===== config.mk =====
export PLATFORM = sky130hd
export DESIGN_NAME = bsr_ctrl
export DESIGN_NICKNAME = d
export VERILOG_FILES = /design/src/bsr_pkg.sv /design/src/bsr_ctrl.sv
export VERILOG_INCLUDE_DIRS = /design/src /design/src/src
export SDC_FILE = /design/constraint.sdc
export NUM_CORES = 1
export LEC_CHECK = 0
export CORE_AREA = 3 3 40 42
export CTS_CLUSTER_DIAMETER = 120
export DETAILED_ROUTE_END_ITERATION = 7
export DIE_AREA = 0 0 43 45
export DONT_BUFFER_PORTS = 1
export PLACE_DENSITY = 0.49
export SLEW_MARGIN = 20
export SYNTH_ARGS = -nofsm -noshare
export SYNTH_HDL_FRONTEND = slang
export SYNTH_SLANG_ARGS = --single-unit

===== constraint.sdc =====
create_clock -name aclk -period 1.8 [get_ports aclk]
set_clock_uncertainty 0.15 [all_clocks]
set_input_delay 0.36 -clock aclk [delete_from_list [all_inputs] [get_ports aclk]]
set_output_delay 0.36 -clock aclk [all_outputs]
set_load 0.05 [all_outputs]

===== src/broadcast_sum_reduce_top_assert.svh =====
// Assertion macros used by the broadcast sum reduce controller (bsr_ctrl).
`ifndef BROADCAST_SUM_REDUCE_TOP_ASSERT_SVH
`define BROADCAST_SUM_REDUCE_TOP_ASSERT_SVH
`ifndef SYNTHESIS
`define BSR_ASSERT_IMP(lbl, clk, rstn, ante, cons) \
    lbl: assert property (@(posedge clk) disable iff (!rstn) (ante) |-> (cons)) \
        else $error("broadcast_sum_reduce: same-cycle check failed");
`define BSR_ASSERT_NXT(lbl, clk, rstn, ante, cons) \
    lbl: assert property (@(posedge clk) disable iff (!rstn) (ante) |=> (cons)) \
        else $error("broadcast_sum_reduce: next-cycle check failed");
`else
`define BSR_ASSERT_IMP(lbl, clk, rstn, ante, cons)
`define BSR_ASSERT_NXT(lbl, clk, rstn, ante, cons)
`endif
`endif


===== src/bsr_pkg.sv =====
`default_nettype none
package bsr_pkg;

    localparam int unsigned DIM_REGS  = 4;
    localparam int unsigned SIZE_W    = 9;
    localparam int unsigned MASK_W    = 4;
    localparam int unsigned CFG_IDX_W = 3;

    localparam logic [SIZE_W-1:0] SIZE_MAX = 9'd256;

    localparam logic [CFG_IDX_W-1:0] CFG_DIM0 = 3'd0;
    localparam logic [CFG_IDX_W-1:0] CFG_DIM1 = 3'd1;
    localparam logic [CFG_IDX_W-1:0] CFG_DIM2 = 3'd2;
    localparam logic [CFG_IDX_W-1:0] CFG_DIM3 = 3'd3;
    localparam logic [CFG_IDX_W-1:0] CFG_MASK = 3'd4;

    localparam logic [1:0] OP_CLEAR = 2'd0;
    localparam logic [1:0] OP_ACC   = 2'd1;
    localparam logic [1:0] OP_READ  = 2'd2;

    localparam logic [1:0] STAT_OK    = 2'd0;
    localparam logic [1:0] STAT_SHAPE = 2'd1;
    localparam logic [1:0] STAT_SAT   = 2'd2;

    localparam logic signed [47:0] SUM_MAX = 48'sh7FFF_FFFF_FFFF;
    localparam logic signed [47:0] SUM_MIN = 48'sh8000_0000_0000;

    typedef struct packed {
        logic [1:0]         operation;
        logic signed [31:0] grad_value;
        logic [7:0]         read_index;
    } bsr_in_t;

    typedef struct packed {
        logic signed [47:0] sum_value;
        logic [7:0]         out_index;
        logic               walk_done;
        logic [1:0]         status;
    } bsr_out_t;

    typedef struct packed {
        logic capture;
        logic idx_step;
        logic ram_rd;
        logic commit;
        logic clr_step;
    } bsr_cmd_t;

    typedef struct packed {
        logic [1:0] op;
        logic       idx_last;
        logic       clr_last;
        logic       out_free;
    } bsr_sts_t;

endpackage
`default_nettype wire


===== src/bsr_ctrl.sv =====
`default_nettype none
`include "broadcast_sum_reduce_top_assert.svh"
module bsr_ctrl
    import bsr_pkg::*;
(
    input  wire logic       aclk,
    input  wire logic       aresetn,
    input  wire logic       s_valid,
    input  wire logic [1:0] s_op,
    output logic            s_ready,
    output bsr_cmd_t        cmd_o,
    input  wire bsr_sts_t   sts_i
);

    typedef enum logic [4:0] {
        S_CLEAR  = 5'b00001,
        S_IDLE   = 5'b00010,
        S_INDEX  = 5'b00100,
        S_READ   = 5'b01000,
        S_FINISH = 5'b10000
    } bsr_state_t;

    bsr_state_t state_reg;
    bsr_state_t state_next;

    always_comb begin
        state_next = state_reg;
        cmd_o      = '0;
        s_ready    = 1'b0;
        case (state_reg)
            S_CLEAR: begin
                cmd_o.clr_step = 1'b1;
                if (sts_i.clr_last) begin
                    state_next = S_IDLE;
                end
            end
            S_IDLE: begin
                s_ready = 1'b1;
                if (s_valid) begin
                    cmd_o.capture = 1'b1;
                    case (s_op)
                        OP_ACC:  state_next = S_INDEX;
                        OP_READ: state_next = S_READ;
                        default: state_next = S_FINISH;
                    endcase
                end
            end
            S_INDEX: begin
                cmd_o.idx_step = 1'b1;
                if (sts_i.idx_last) begin
                    state_next = S_READ;
                end
            end
            S_READ: begin
                cmd_o.ram_rd = 1'b1;
                state_next   = S_FINISH;
            end
            S_FINISH: begin
                if (sts_i.out_free) begin
                    cmd_o.commit = 1'b1;
                    state_next   = (sts_i.op == OP_CLEAR) ? S_CLEAR : S_IDLE;
                end
            end
            default: state_next = S_IDLE;
        endcase
    end

    always_ff @(posedge aclk) begin
        if (!aresetn) begin
            state_reg <= S_CLEAR;
        end else begin
            state_reg <= state_next;
        end
    end

    `BSR_ASSERT_IMP(a_commit_slot_free, aclk, aresetn, cmd_o.commit, sts_i.out_free)
    `BSR_ASSERT_NXT(a_acc_starts_index, aclk, aresetn, s_valid && s_ready && (s_op == OP_ACC), cmd_o.idx_step)
    `BSR_ASSERT_IMP(a_no_accept_in_clear, aclk, aresetn, cmd_o.clr_step, !s_ready)
    `BSR_ASSERT_NXT(a_read_then_finish, aclk, aresetn, cmd_o.ram_rd, state_reg == S_FINISH)

endmodule
`default_nettype wire


==> metrics.json <==
{
  "grt_pass1_vias": 355,
  "mappedNetlistArea_um2": 357,
  "dieArea_um2": 1940,
  "fp-row-count": 13,
  "cts_max_path_buffers": 2,
  "global_route.usage.total": 0.117,
  "synth_cell_type_count": 25,
  "worst_setup_path_category": "reg -> out",
  "post_route_cells_drive_above_1_share": 0.339,
  "cp.arrival_ns": 1.26,
  "status": "complete, no violations",
  "syn_area_per_cell_um2": 7.92,
  "final-max-slew-violation-count": 0,
  "netlist_instances": 45,
  "placement.io_buffers": 0,
  "vdd_ir_drop_max_uv": 542,
  "gp_congestion": 0.714,
  "htree_levels": 1,
  "detail_route.iter0.violations": 3,
  "timing.critical_path.cells": "nor3_4 -> and3_4 -> and2_4",
  "ys_ff_latch": 5,
  "path_max_fanout": 4,
  "cts_root_buffer": "clkbuf_4",
  "holdBufCountCts": 0,
  "insertedDiodeCount": 0,
  "area_growth_pct": 35.4,
  "slowest_stage_cell_cp": "dfxtp_4",
  "antenna_violating_nets_left": 0,
  "dp_cells": 64,
  "largest_net_degree_at_the_start_of_global_routing": 7,
  "cts_inserted_buffers": 3,
  "globalRoute.totalOverflow": 0,
  "clock-sinks": 5,
  "seq_area_frac_synth": 0.281,
  "bufs_and_invs_on_worst_path": 0,
  "placement.setup.worst_slack_ns": 0.171,
  "initial_core_util": 0.278,
  "detail_route.wirelength_um": 968,
  "dr_total_vias": 378,
  "met3WireLength_um": 95,
  "setup_repair_after_global_routing_missed_its_margin": "true",
  "post-route-worst-setup-slack_ns": 0.0290,
  "startpoint_type": "register",
  "total_power_mw": 0.412,
  "antenna_found_initial": 0,
  "count_of_endpoints_failing_setup_in_the_final_report": 0,
  "cts_tree": "done",
  "final_cells": 71,
  "route.met2.wl_um": 439,
  "ys.warnings.count": 0,
  "crit_family": "simple AND/OR/NAND/NOR gates",
  "wp_data_required_ns": 1.29,
  "drt_pass1_iterations": 2,
  "timing.max_slew.rel_slack": 0.801,
  "largest_register_ff_count": 5,
  "worstSkewPairLatency_ns": 0.25,
  "power.leakage_nw": 0.210,
  "grt_pass1_wl_mm": 1.54,
  "tightest_slew_ns": 0.299,
  "cellPowerDensity_nw_per_um2": 853,
  "syn_nets": 57,
  "clk_transition_reported_paths_ns": 0.05,
  "post-dp-hpwl_um": 729,
  "route.layer.met1.wl_um": 407,
  "classification_of_the_worst_slack_hold_path": "in -> reg",
  "coreArea_um2": 1280,
  "fp.dieW_um": 43,
  "min_period_ns": 1.77,
  "count_of_nets_after_finishing": 69,
  "top_layer": "met4",
  "detail_route.wl_per_cell_um": 13.6,
  "crit_path_max_incr_delay_ns": 0.36,
  "dieHeight_um": 45,
  "boundaryPins": 16,
  "final.period_utilization": 0.984,
  "final-hold-violation-count": 0,
  "max-cap-violations": 0,
  "vias_per_cell": 5.32,
  "end_kind": "output port",
  "post-route-drc-count": 0,
  "max_freq_mhz": 565
}
-- kinds of logic after synthesis --
| group | count (synthesis) | synth area share |
|---|---|---|
| AO/OA/AOI/OAI | 10 | 0.186 |
| adder cells (fa/ha/maj) | 2 | 0.0702 |
| buffers and inverters | 6 | 0.0667 |
| flip-flops | 5 | 0.281 |
| AND/OR/NAND/NOR | 22 | 0.397 |
-- per-layer routing --
layer / vias up / GRT usage
li1: 186 / -
met1: 172 / 0.123
met2: 14 / 0.165
met3: 6 / 0.0757
met4: 0 / 0.0904
met5: - / 0
-- synth_stat cells --
cell | instances | area share
buf_2 | 1 | 0.014
nand3_2 | 1 | 0.028
and2_1 | 1 | 0.018
o21a_1 | 1 | 0.021
nor3_1 | 1 | 0.014
a211oi_1 | 2 | 0.042
o21ai_0 | 1 | 0.014
nand3_1 | 1 | 0.014
nor2_1 | 5 | 0.053
dfxtp_1 | 5 | 0.28
nand4b_1 | 2 | 0.049
nor3b_1 | 2 | 0.042
or4_1 | 1 | 0.021
o21ai_1 | 1 | 0.014
a311o_1 | 1 | 0.028
and4b_1 | 1 | 0.028
and3_1 | 3 | 0.053
nand2_1 | 1 | 0.011
inv_1 | 5 | 0.053
a21oi_1 | 3 | 0.042
ha_1 | 2 | 0.070
nor3_2 | 1 | 0.028
nand3b_1 | 1 | 0.021
nand2b_1 | 1 | 0.018
o41ai_1 | 1 | 0.025
-- per-stage QoR --
stage	hold slack (ns)	instance area [um^2]	setup TNS [ns]	utilization
5_1_grt	0.0363	483	-0.156	0.376
3_3_place_gp	0.312	410	0	0.319
3_5_place_dp	0.306	410	0	0.319
2_1_floorplan	0.282	359	0	-
4_1_cts	0.0511	444	0	0.346
6_report	0.0514	483	0	0.376
-- area by class of cell --
class,instances,area (um^2)
fill,135,802
tap,15,18.8
inverter,5,18.8
multi-input combinational,34,250
timing repair buffer,8,63.8
sequential,5,105
clock buffer,4,26.3
-- report_power, final --
group / internal, mW / switching (mW) / total (mW)
registers: 0.121 / 0.0158 / 0.137
logic: 0.0560 / 0.0820 / 0.138
clock network: 0.0842 / 0.0526 / 0.137
-- timing repair --
action / 4_1_cts / 5_1_grt
setup buffers: 0 / 3
gates resized for setup: 3 / 5
pin swaps: 2 / 3
endpoints found under the hold margin: 0 / 0
setup endpoints to repair: 2 / 5
-- cells in the final DEF, fill, tap and decap left out --
cell / instances
a211oi_1: 2
and3_1: 2
o21ai_0: 1
nor3_1: 1
and2_4: 1
nor2_2: 1
nand2b_1: 1
a311o_1: 1
o41ai_1: 1
nor2_1: 4
a21oi_1: 3
nor3_4: 1
nand3b_1: 1
dfxtp_1: 3
buf_6: 1
o21ai_1: 1
inv_1: 5
nand3_1: 1
clkbuf_1: 1
o21a_1: 1
or4_1: 1
and4b_2: 1
ha_1: 2
nor3b_1: 2
clkbuf_4: 3
dfxtp_4: 1
and3_4: 1
nand3_2: 1
nand2_1: 1
buf_4: 7
nand4b_1: 2
dfxtp_2: 1
-- path summary, 6_finish.rpt --
check	from	endpoint	slack (ns)	depth (start not counted)
worst max-delay path	state_reg[3]	cmd_o[4]	0.03	3
worst max register to register	state_reg[3]	state_reg[0]	0.13	5
worst min-delay path	aresetn	state_reg[0]	0.05	1
worst min register to register	state_reg[0]	state_reg[0]	0.48	2
No activity file was read; power rests on OpenSTA's default activity.
